[src/rtl/nfsa_pkg.sv]
// shared constants, codes and types of the next-fit slot allocator
package nfsa_pkg;

	localparam int POOL_SLOTS_DEF = 1024;

	localparam int WORD_BITS  = 32;
	localparam int BIT_W      = 5;
	localparam int FUNC_W     = 1;
	localparam int COUNT_W    = 11;
	localparam int SLOT_IN_W  = 11;
	localparam int SLOT_OUT_W = 10;
	localparam int STATUS_W   = 3;

	localparam logic [FUNC_W-1:0] FUNC_ALLOC = 1'b0;
	localparam logic [FUNC_W-1:0] FUNC_FREE  = 1'b1;

	localparam logic [COUNT_W-1:0] COUNT_ONE = 11'd1;

	typedef enum logic [STATUS_W-1:0] {
		ST_ALLOCATED    = 3'd0,
		ST_FULL         = 3'd1,
		ST_BAD_COUNT    = 3'd2,
		ST_FREED        = 3'd3,
		ST_FREE_IGNORED = 3'd4
	} status_t;

	typedef enum logic [2:0] {
		S_CLEAR,
		S_IDLE,
		S_SCAN,
		S_FREE_RD,
		S_FREE_WR,
		S_DONE
	} state_t;

	typedef struct packed {
		logic             found;
		logic [BIT_W-1:0] idx;
	} scan_res_t;

endpackage

[src/rtl/nfsa_bitmap_ram.sv]
// used-slot bitmap storage, one write port and one registered read port
module nfsa_bitmap_ram #(
	parameter int WORDS  = 32,
	parameter int ADDR_W = 5
) (
	input  logic                          clk,
	input  logic                          wr_en,
	input  logic [ADDR_W-1:0]             wr_addr,
	input  logic [nfsa_pkg::WORD_BITS-1:0] wr_data,
	input  logic                          rd_en,
	input  logic [ADDR_W-1:0]             rd_addr,
	output logic [nfsa_pkg::WORD_BITS-1:0] rd_data
);
	import nfsa_pkg::*;

	logic [WORD_BITS-1:0] mem [WORDS];
	logic [WORD_BITS-1:0] rd_data_q;

	always_ff @(posedge clk) begin
		if (wr_en) begin
			mem[wr_addr] <= wr_data;
		end
		if (rd_en) begin
			rd_data_q <= mem[rd_addr];
		end
	end

	assign rd_data = rd_data_q;

endmodule

[src/rtl/nfsa_word_scan.sv]
// find-first-free unit over one bitmap word
module nfsa_word_scan (
	input  logic [nfsa_pkg::WORD_BITS-1:0] word,
	input  logic [nfsa_pkg::WORD_BITS-1:0] mask,
	output nfsa_pkg::scan_res_t            res
);
	import nfsa_pkg::*;

	logic [WORD_BITS-1:0] free_bits;

	always_comb begin
		free_bits = ~word & mask;
		res.found = |free_bits;
		res.idx   = '0;
		// lowest free bit wins
		for (int i = WORD_BITS - 1; i >= 0; i--) begin
			if (free_bits[i]) begin
				res.idx = BIT_W'(i);
			end
		end
	end

endmodule

[src/rtl/next_fit_slot_allocator.sv]
// next-fit slot allocator top level: sequencer, hint and result register
//
//  channel | signals                              | direction
//  --------+--------------------------------------+----------
//  in      | in_valid in_ready func count slot_in | request beat into block
//  out     | out_valid out_ready slot_out status  | result beat out of block
//          | wrapped                              |
//
// an allocate walks the bitmap one 32-bit word per cycle through the single
// find-first-free unit, wrapping to word 0 when the search from the hint
// finds nothing. a free is a read-modify-write of one word. after reset a
// clearing pass writes ceil(POOL_SLOTS/32) words with in_ready low. the block
// takes one request at a time and holds a finished beat in the output register
// while out_ready is low.
module next_fit_slot_allocator #(
	parameter int POOL_SLOTS = nfsa_pkg::POOL_SLOTS_DEF
) (
	input  logic                            clk,
	input  logic                            arst_n,
	input  logic                            in_valid,
	output logic                            in_ready,
	input  logic [nfsa_pkg::FUNC_W-1:0]     func,
	input  logic [nfsa_pkg::COUNT_W-1:0]    count,
	input  logic [nfsa_pkg::SLOT_IN_W-1:0]  slot_in,
	output logic                            out_valid,
	input  logic                            out_ready,
	output logic [nfsa_pkg::SLOT_OUT_W-1:0] slot_out,
	output logic [nfsa_pkg::STATUS_W-1:0]   status,
	output logic                            wrapped
);
	import nfsa_pkg::*;

	localparam int WORDS     = (POOL_SLOTS + WORD_BITS - 1) / WORD_BITS;
	localparam int WA        = (WORDS > 1) ? $clog2(WORDS) : 1;
	localparam int HW        = $clog2(POOL_SLOTS + 1);
	localparam int CW        = (HW > SLOT_IN_W) ? HW : SLOT_IN_W;
	localparam int LAST_BITS = POOL_SLOTS - (WORDS - 1) * WORD_BITS;
	localparam logic [WA-1:0] LAST_WORD = WA'(WORDS - 1);
	localparam logic [WORD_BITS-1:0] LAST_MASK =
		WORD_BITS'((64'd1 << LAST_BITS) - 64'd1);

	state_t state_q, state_d;

	logic [WA-1:0]        clear_q;
	logic [HW-1:0]        hint_q;
	logic                 phase2_q;
	logic [WA-1:0]        issue_q;
	logic [WA-1:0]        stop_q;
	logic                 issue_more_q;
	logic                 ev_valid_s1;
	logic [WA-1:0]        ev_addr_s1;
	logic                 ev_last_s1;
	logic [HW-1:0]        slot_q;
	logic [SLOT_OUT_W-1:0] res_slot_q;
	status_t              res_status_q;
	logic                 res_wrap_q;
	logic                 out_valid_q;
	logic [SLOT_OUT_W-1:0] slot_out_q;
	status_t              status_q;
	logic                 wrapped_q;

	logic                 rd_en, wr_en, load_out;
	logic [WA-1:0]        rd_addr, wr_addr;
	logic [WORD_BITS-1:0] wr_data, rd_data;
	logic [WORD_BITS-1:0] scan_mask;
	scan_res_t            scan;

	logic [CW-1:0]        slot_in_x;
	logic                 slot_ok, count_ok, accept;
	logic [WA-1:0]        hint_word, slot_word;
	logic [BIT_W-1:0]     hint_bit, slot_bit;
	logic [HW-1:0]        grant_slot;
	logic                 grant, restart;

	assign slot_in_x = CW'(slot_in);
	assign slot_ok   = slot_in_x < CW'(POOL_SLOTS);
	assign count_ok  = count == COUNT_ONE;
	assign accept    = in_valid && in_ready;
	assign hint_word = WA'(hint_q >> BIT_W);
	assign hint_bit  = BIT_W'(hint_q);
	assign slot_word = WA'(slot_q >> BIT_W);
	assign slot_bit  = BIT_W'(slot_q);
	assign in_ready  = state_q == S_IDLE;

	// only the hint word is trimmed below the hint, and only before the wrap
	always_comb begin
		scan_mask = '1;
		if (!phase2_q && ev_addr_s1 == hint_word) begin
			scan_mask = scan_mask << hint_bit;
		end
		if (ev_addr_s1 == LAST_WORD) begin
			scan_mask = scan_mask & LAST_MASK;
		end
	end

	nfsa_word_scan u_scan (
		.word (rd_data),
		.mask (scan_mask),
		.res  (scan)
	);

	nfsa_bitmap_ram #(
		.WORDS  (WORDS),
		.ADDR_W (WA)
	) u_ram (
		.clk     (clk),
		.wr_en   (wr_en),
		.wr_addr (wr_addr),
		.wr_data (wr_data),
		.rd_en   (rd_en),
		.rd_addr (rd_addr),
		.rd_data (rd_data)
	);

	assign grant_slot = HW'({ev_addr_s1, scan.idx});
	assign grant      = state_q == S_SCAN && ev_valid_s1 && scan.found;
	assign restart    = state_q == S_SCAN && ev_valid_s1 && !scan.found && ev_last_s1
		&& !phase2_q && hint_q != '0;

	always_ff @(posedge clk or negedge arst_n) begin
		if (!arst_n) begin
			state_q <= S_CLEAR;
		end else begin
			state_q <= state_d;
		end
	end

	always_comb begin
		state_d  = state_q;
		rd_en    = 1'b0;
		rd_addr  = issue_q;
		wr_en    = 1'b0;
		wr_addr  = ev_addr_s1;
		wr_data  = rd_data | (WORD_BITS'(1) << scan.idx);
		load_out = 1'b0;
		unique case (state_q)
			S_CLEAR: begin
				wr_en   = 1'b1;
				wr_addr = clear_q;
				wr_data = '0;
				if (clear_q == LAST_WORD) begin
					state_d = S_IDLE;
				end
			end
			S_IDLE: begin
				if (in_valid) begin
					unique case (func)
						FUNC_ALLOC: state_d = count_ok ? S_SCAN : S_DONE;
						FUNC_FREE:  state_d = (count_ok && slot_ok) ? S_FREE_RD : S_DONE;
					endcase
				end
			end
			S_SCAN: begin
				rd_en = issue_more_q;
				if (ev_valid_s1) begin
					if (scan.found) begin
						wr_en   = 1'b1;
						state_d = S_DONE;
					end else if (ev_last_s1 && (phase2_q || hint_q == '0)) begin
						state_d = S_DONE;
					end
				end
			end
			S_FREE_RD: begin
				rd_en   = 1'b1;
				rd_addr = slot_word;
				state_d = S_FREE_WR;
			end
			S_FREE_WR: begin
				wr_en   = 1'b1;
				wr_addr = slot_word;
				wr_data = rd_data & ~(WORD_BITS'(1) << slot_bit);
				state_d = S_DONE;
			end
			S_DONE: begin
				if (!out_valid_q || out_ready) begin
					load_out = 1'b1;
					state_d  = S_IDLE;
				end
			end
			default: state_d = S_IDLE;
		endcase
	end

	always_ff @(posedge clk or negedge arst_n) begin
		if (!arst_n) begin
			clear_q      <= '0;
			hint_q       <= '0;
			phase2_q     <= 1'b0;
			issue_q      <= '0;
			stop_q       <= '0;
			issue_more_q <= 1'b0;
			ev_valid_s1  <= 1'b0;
			out_valid_q  <= 1'b0;
		end else begin
			if (state_q == S_CLEAR) begin
				clear_q <= clear_q + WA'(1);
			end
			ev_valid_s1 <= rd_en && state_q == S_SCAN && state_d == S_SCAN;
			if (accept && func == FUNC_ALLOC && count_ok) begin
				issue_more_q <= 1'b1;
				// hint at the pool end: nothing above it, go straight to the wrap
				if (hint_q == HW'(POOL_SLOTS)) begin
					phase2_q <= 1'b1;
					issue_q  <= '0;
					stop_q   <= WA'((hint_q - HW'(1)) >> BIT_W);
				end else begin
					phase2_q <= 1'b0;
					issue_q  <= hint_word;
					stop_q   <= LAST_WORD;
				end
			end else if (restart) begin
				phase2_q     <= 1'b1;
				issue_q      <= '0;
				stop_q       <= WA'((hint_q - HW'(1)) >> BIT_W);
				issue_more_q <= 1'b1;
			end else if (state_q == S_SCAN && rd_en) begin
				issue_q      <= issue_q + WA'(1);
				issue_more_q <= issue_q != stop_q;
			end
			if (grant) begin
				hint_q <= grant_slot + HW'(1);
			end else if (state_q == S_FREE_WR && slot_q < hint_q) begin
				hint_q <= slot_q;
			end
			if (load_out) begin
				out_valid_q <= 1'b1;
			end else if (out_ready) begin
				out_valid_q <= 1'b0;
			end
		end
	end

	always_ff @(posedge clk) begin
		ev_addr_s1 <= issue_q;
		ev_last_s1 <= issue_q == stop_q;
		if (accept) begin
			slot_q     <= HW'(slot_in_x);
			res_slot_q <= '0;
			res_wrap_q <= 1'b0;
			unique case (func)
				FUNC_ALLOC: res_status_q <= count_ok ? ST_FULL : ST_BAD_COUNT;
				FUNC_FREE:  res_status_q <= (count_ok && slot_ok) ? ST_FREED : ST_FREE_IGNORED;
			endcase
		end
		if (grant) begin
			res_slot_q   <= SLOT_OUT_W'(grant_slot);
			res_status_q <= ST_ALLOCATED;
			res_wrap_q   <= phase2_q;
		end
		if (load_out) begin
			slot_out_q <= res_slot_q;
			status_q   <= res_status_q;
			wrapped_q  <= res_wrap_q;
		end
	end

	assign out_valid = out_valid_q;
	assign slot_out  = slot_out_q;
	assign status    = status_q;
	assign wrapped   = wrapped_q;

`ifndef SYNTHESIS
	a_rd_wr_apart: assert property (@(posedge clk) disable iff (!arst_n)
		rd_en && wr_en |-> rd_addr != wr_addr)
		else $error("bitmap read and write hit the same word");

	a_hint_range: assert property (@(posedge clk) disable iff (!arst_n)
		hint_q <= HW'(POOL_SLOTS))
		else $error("search hint beyond pool end");

	a_grant_hint: assert property (@(posedge clk) disable iff (!arst_n)
		state_q == S_DONE && res_status_q == ST_ALLOCATED
		|-> SLOT_OUT_W'(hint_q - HW'(1)) == res_slot_q)
		else $error("hint not just past granted slot");

	a_accept_busy: assert property (@(posedge clk) disable iff (!arst_n)
		in_valid && in_ready |=> !in_ready)
		else $error("request taken while previous one in flight");

	a_wrap_alloc: assert property (@(posedge clk) disable iff (!arst_n)
		out_valid && wrapped |-> status == ST_ALLOCATED)
		else $error("wrapped flag on a non-allocate result");
`endif

endmodule
[config.mk]
export PLATFORM = sky130hd
export DESIGN_NAME = next_fit_slot_allocator
export DESIGN_NICKNAME = d
export VERILOG_FILES = /design/src/rtl/nfsa_pkg.sv /design/src/rtl/nfsa_bitmap_ram.sv /design/src/rtl/nfsa_word_scan.sv /design/src/rtl/next_fit_slot_allocator.sv
export SDC_FILE = /design/constraint.sdc
export NUM_CORES = 2
export LEC_CHECK = 0
export BUFFER_PORTS_ARGS = -buffer_cell sky130_fd_sc_hd__buf_2
export CAP_MARGIN = 20
export CORE_MARGIN = 2
export CORE_UTILIZATION = 59
export DETAILED_ROUTE_END_ITERATION = 10
export PLACE_DENSITY = 0.71
export SLEW_MARGIN = 20
export SYNTH_ARGS = -nofsm -noshare
export SYNTH_HDL_FRONTEND = slang
export SYNTH_HIERARCHICAL = 1
export SYNTH_SLANG_ARGS = --single-unit
[constraint.sdc]
create_clock -name clk -period 10.6 [get_ports clk]
set_input_delay 2.12 -clock clk [delete_from_list [all_inputs] [get_ports clk]]
set_output_delay 2.12 -clock clk [all_outputs]
set_load 0.01 [all_outputs]
**Word level (Yosys, flattened, before mapping)**

Memory sizes are Yosys's and may differ from the RTL's. A register that Yosys moved wholly into a read port is not among the register bits.
Cells that the tools add are included.

- Add/subtract/negate cells: 4
- Order comparisons: 2
- Equal/unequal tests: 12
- Shift operators: 3
- Mux-type cells: 78
- Bitwise logic cells: 6
- Reductions and logical operators: 30

Operators by type and width:

| kind | count |
|---|---|
| $mux W5 | 40 |
| $and A32 B32 Y32 | 2 |
| $not A32 Y32 | 2 |
| $pmux W32 S2 | 1 |
| $shl A1 B5 Y32 const A | 2 |
| $mux W32 | 1 |
| $or A32 B32 Y32 | 1 |
| $reduce_or A32 Y1 | 1 |
| $shl A32 B5 Y32 const A | 1 |
| $mux W3 | 9 |
| $mux W11 | 2 |
| $mux W10 | 2 |
| $pmux W3 S6 | 1 |
| $mux W1 | 16 |
| $logic_and A1 B1 Y1 | 15 |
| $pmux W3 S2 | 2 |
| $add A10 B1 Y11 const B | 1 |
| $eq A11 B1 Y1 const B | 1 |
| $eq A11 B11 Y1 const B | 1 |
| $logic_not A11 Y1 | 1 |
| $lt A11 B11 Y1 | 1 |
| $lt A11 B11 Y1 const B | 1 |
| $reduce_bool A11 Y1 | 1 |
| $add A5 B1 Y5 const B | 2 |
| 17 further kinds | 28 |

- Bits in registers: 78
- Bits in writable memories: 1,024
- Input port bits: 27
- Logic and storage cells: 154
- Memories kept: 1

Memory list:

| memory | words | width | read ports | clocked after Yosys merged registers in | write ports | line | RTL |
|---|---|---|---|---|---|---|---|
| u_ram.mem | 32 | 32 | 1 | 1 | 1 | nfsa_bitmap_ram.sv:16 | `logic [WORD_BITS-1:0] mem [WORDS];` |

**Longest topological paths before layout**

- Depth after elaboration: 39
- Depth in mapped cells: 19
- Depth with buffers taken out: 16

**Cells and area by module**

Netlist, hierarchy kept.

By module, submodules not included:

| module | times used | cells each | area each (µm²) | seq. area each (µm²) |
|---|---|---|---|---|
| nfsa_bitmap_ram | 1 | 2,260 | 40,805.4 | 31,710.4 |
| next_fit_slot_allocator | 1 | 518 | 4,804.6 | 2,087.0 |
| nfsa_word_scan | 1 | 100 | 673.1 | 0.0 |

**Least setup slack after synthesis**

Ideal clock, no wire load.

- Path kind: reg-to-reg
- Start point: reg hint_q[8]
- End point: mem u_ram.mem[28][0], enable pin
- Library setup time: 0.421 ns
- Arrival time: 4.433 ns
- Path slack: 5.746 ns
- Stages on the path, launching flop included: 20
- Path buffers: 4
- Clock period less this slack: 4.854 ns
- Path through: dfrtp_1 -> buf_2 -> xnor2_1 -> nand4_1 -> nor4_4 -> and2_1 -> buf_2 -> inv_2 -> a21o_1 -> inv_1 -> o21ai_1 -> nand3b_1 -> nor3_2 -> nand3b_1 -> nand3_1 -> clkbuf_1 -> o21ai_0 -> or3b_2 -> clkbuf_1 -> nor2_1

RTL lines:

| item | line | RTL |
|---|---|---|
| start: declaration | next_fit_slot_allocator.sv:45 | `logic [HW-1:0] hint_q;` |
| start signal: assignment | next_fit_slot_allocator.sv:222 | `hint_q <= grant_slot + HW'(1);` |
| start signal: assignment | next_fit_slot_allocator.sv:224 | `hint_q <= slot_q;` |
| end: declaration | nfsa_bitmap_ram.sv:16 |  |

==> impl_metrics.py <==
metrics = {
    "layout": {
        "finalNonFillerCells": 4073,
        "design_area_sq_mm": 0.0516,
        "diodes": 0,
        "drive_above_1_share_pct": 12.2,
        "finalNetCount": 2989,
        "area_growth_syn_to_layout_pct": 11.5,
    },
    "die": {
        "die_x_um": 284,
        "io_pins": 43,
        "die-area_sq_mm": 0.0807,
        "coreArea_sq_mm": 0.0776,
        "initial_core_util_pct": 59.6,
        "rows": 102,
        "die_h_um": 284,
    },
    "sta": {
        "tns_ns": 0,
        "finalCritPeriodShare_pct": 51.9,
        "slew_violations": 0,
        "fmax_mhz": 182,
        "rsz0062_at_grt": "no",
        "whs_ns": 0.417,
        "tightest_slew_ns": 1.14,
        "fin_skew_ns": 0.0332,
        "maxSlewHeadroom_pct": 24.3,
        "hold_violations": 0,
        "setup_violations": 0,
        "fin_crit_ns": 5.50,
    },
    "synth": {
        "syn_area_per_cell_sq_um": 16.1,
        "ys.flop_type": "edfxtp_1",
        "yosysWarnings": 6,
        "syn_area_sq_mm": 0.0463,
        "synth_top_area_cell": "edfxtp_1",
        "ys_top_cells_by_area": "edfxtp_1, mux2i_1, dfrtp_1, a21oi_1, a22oi_1",
        "synth-edff-count": 1092,
        "synthCells": 2878,
        "syn-num-nets": 2924,
        "yosysUniqueCellTypes": 74,
        "synth_top_area_share_pct": 70.8,
        "async_flop_share_pct": 2.91,
        "seq_area_frac_synth_pct": 73.0,
        "ys_ff_latch": 1134,
    },
    "place": {
        "post_dp_cell_area_sq_mm": 0.0481,
        "place.gp.congestion": 0.985,
        "hpwl_um": 65600,
        "io_buffers": 42,
        "place_inst": 3866,
    },
    "setup_path": {
        "start_kind": "register",
        "path_buf_inv": 2,
        "cp_slowest_cell": "nand3b_1",
        "reg2regPathDepth": 16,
        "end_kind": "register",
        "slowest_delay_ns": 0.84,
        "cp_top_family": "simple AND/OR/NAND/NOR gates",
        "critical_path.max_fanout": 18,
        "r2r_setup_slack_ns": 5.10,
        "cp.arrival_ns": 5.90,
        "cp.depth": 16,
        "crit_path_frequent_cell": "nand3b_1",
        "required_ns": 10.99,
        "crit_type": "reg -> reg",
        "path_cells": "xnor2_1 -> nand4_1 -> nor4_4 -> and2_1 -> nand2_1 -> nor2b_4 -> nor4_4 -> nand3b_1 -> nor3_2 -> nand3b_1 -> nand3_1 -> buf_4 -> o21ai_0 -> nand3b_1 -> nor2_4 -> buf_4",
    },
    "global_route": {
        "grt_pass1_vias": 26000,
        "grtUsageTotal_pct": 27.7,
        "grt.overflow.total": 0,
        "grt_first_pass_wirelength_um": 167000,
        "grt_max_degree": 133,
        "antenna_found_initial": 4,
    },
    "cts": {
        "cts_setup_buffers": 0,
        "cts_hold_repair.buffers": 0,
        "numCtsBuffers": 111,
        "clkSinkCount": 1134,
        "cts-root-buf": "clkbuf_16",
        "path_clk_slew_ns": 0.06,
        "clkLatencyLatePin_ns": 0.69,
        "cts_tree": "done",
        "cts_resized": 0,
        "cts_max_level": 3,
        "cts_buffer_depth": 3,
    },
    "power_and_ir_drop": {
        "vdd_drop_max_mv": 0.149,
        "leakagePower_nw": 20.1,
        "seq_power_share_pct": 56.2,
        "power_switching_share_pct": 19.7,
        "pwr-share-comb_pct": 1.3,
        "power.switching_w": 0.00171,
        "internal-power_w": 0.00696,
        "p_clk_share_pct": 42.5,
        "cellPowerDensity_mw_per_mm2": 168,
    },
    "routing": {
        "vias_per_cell": 6.39,
        "wl_per_cell_um": 27.5,
        "vias": 26000,
        "drc": 0,
        "drtIter0Drc": 3014,
        "wl_um": 112000,
        "dr.pass1.iters": 5,
        "ant_nets": 0,
    },
    "hold_path": {
        "hold_path_class": "reg -> reg",
        "whs_path_depth": 0,
    },
    "job": {
        "max_cap_viol_count": 0,
    },
    "status": {
        "status": "completed",
    },
}
[layout by cell type (no fill, tap or decap), types with 11 or more instances in the layout]
| cell | instances |
|---|---|
| a21oi_2 | 16 |
| a21oi_4 | 16 |
| dfrtp_1 | 33 |
| a31oi_1 | 49 |
| and2_1 | 16 |
| nand3_1 | 114 |
| a21oi_1 | 131 |
| clkbuf_1 | 26 |
| nor2b_1 | 21 |
| xnor2_1 | 14 |
| clkbuf_16 | 112 |
| nor2_4 | 34 |
| clkinv_2 | 21 |
| nand3b_1 | 11 |
| nor3_1 | 41 |
| inv_1 | 22 |
| buf_4 | 52 |
| nand4_1 | 13 |
| buf_12 | 13 |
| clkinv_1 | 29 |
| a22o_1 | 65 |
| xor2_1 | 13 |
| a22oi_1 | 96 |
| nor2_1 | 38 |
| o21ai_0 | 51 |
| nand2b_1 | 17 |
| buf_2 | 42 |
| edfxtp_1 | 1092 |
| nand2_1 | 146 |
| mux2i_1 | 521 |
| ha_1 | 19 |
[cell type report]
cell class / instances / area (sq um)
clock buffer: 138 / 2900
clock inverter: 65 / 527
fill: 5253 / 26000
inverter: 24 / 90.1
multi-input combinational: 1562 / 12000
sequential: 1134 / 33800
tap: 1040 / 1300
timing repair buffer: 110 / 943
[per-layer routing]
metal	GRT usage (%)	vias to the layer above	part of all wire [%]
li1	-	11400	-
met1	39.1	13200	41
met2	44.8	1166	48
met3	4.92	206	8.1
met4	7.97	4	2.8
met5	0	-	0.024
[stage by stage]
stage	setup WS [ns]	utilization, %	total power, W
finish	5.10	66.5	0.00868
detailed placement	5.09	61.9	0.00508
global placement	5.04	61.7	0.00508
floorplan	5.75	-	0.00503
CTS	5.10	66.4	0.00872
global route	4.87	66.5	0.00891
[sequential cells by signal, indices dropped and copies added (netlist names)]
name           flops
u_ram/rd_data     32
ev_valid_s1        1
res_wrap_q         1
issue_q            5
slot_q            11
status             3
ev_addr_s1         5
res_slot_q        10
clear_q            5
state_q            3
issue_more_q       1
wrapped            1
res_status_q       3
ev_last_s1         1
stop_q             5
slot_out          10
out_valid          1
u_ram/mem       1024
hint_q            11
phase2_q           1
[synthesized netlist by cell type (all sizes together) (27+ instances only)]
cell       n
nor3      44
mux2i    521
nor2b     27
a31oi     49
clkbuf    72
edfxtp  1092
nand2    148
nor2      72
a21oi    163
a22oi     96
buf       86
o21ai     54
nand3    114
a22o      65
dfrtp     33
[power groups by stage]
stage / Combinational [W] / Sequential [W] / Clock [W]
floorplan: 0.0000656 / 0.00497 / 0
global placement: 0.000109 / 0.00497 / 0
detailed placement: 0.000112 / 0.00497 / 0
CTS: 0.000113 / 0.00487 / 0.00373
global route: 0.000125 / 0.00487 / 0.00391
finish: 0.000115 / 0.00487 / 0.00369
[final timing paths]
check | end | startpoint
worst max-delay path | u_ram/mem[13][15]$_DFFE_PP_ | hint_q[6]$_DFFE_PN0P_
max in group asynchronous | clear_q[3]$_DFFE_PN0P_ | arst_n
worst min register to register | wrapped$_DFFE_PP_ | res_wrap_q$_SDFFCE_PN0P_
min in group asynchronous | hint_q[0]$_DFFE_PN0P_ | arst_n
worst min-delay path | wrapped$_DFFE_PP_ | res_wrap_q$_SDFFCE_PN0P_
worst max register to register | u_ram/mem[13][15]$_DFFE_PP_ | hint_q[6]$_DFFE_PN0P_
[cells by family (layout without fill, tap and decap cells)]
group                      Yosys count  in the layout  synth area share [%]
buffers and inverters              182            337                  2.11
and+or+nand+nor                    506            506                  5.63
AOI/OAI and AO/OA                  478            478                  6.69
DFF                               1134           1134                  73.0
xor gates and xnor gates            27             27                 0.511
adders and majority gates           19             19                 0.514
muxes                              531            531                  11.5
other                                1              1               0.00810
[worst register-to-register path, stage by stage, from the launching register on]
cell      delay, ns
dfrtp_1        0.44
xnor2_1        0.22
nand4_1        0.21
nor4_4         0.48
and2_1         0.34
nand2_1        0.10
nor2b_4        0.16
nor4_4         0.31
nand3b_1       0.16
nor3_2         0.26
nand3b_1       0.28
nand3_1        0.15
buf_4          0.26
o21ai_0        0.33
nand3b_1       0.84
nor2_4         0.33
buf_4          0.34
(Power assumes the default switching activity.)
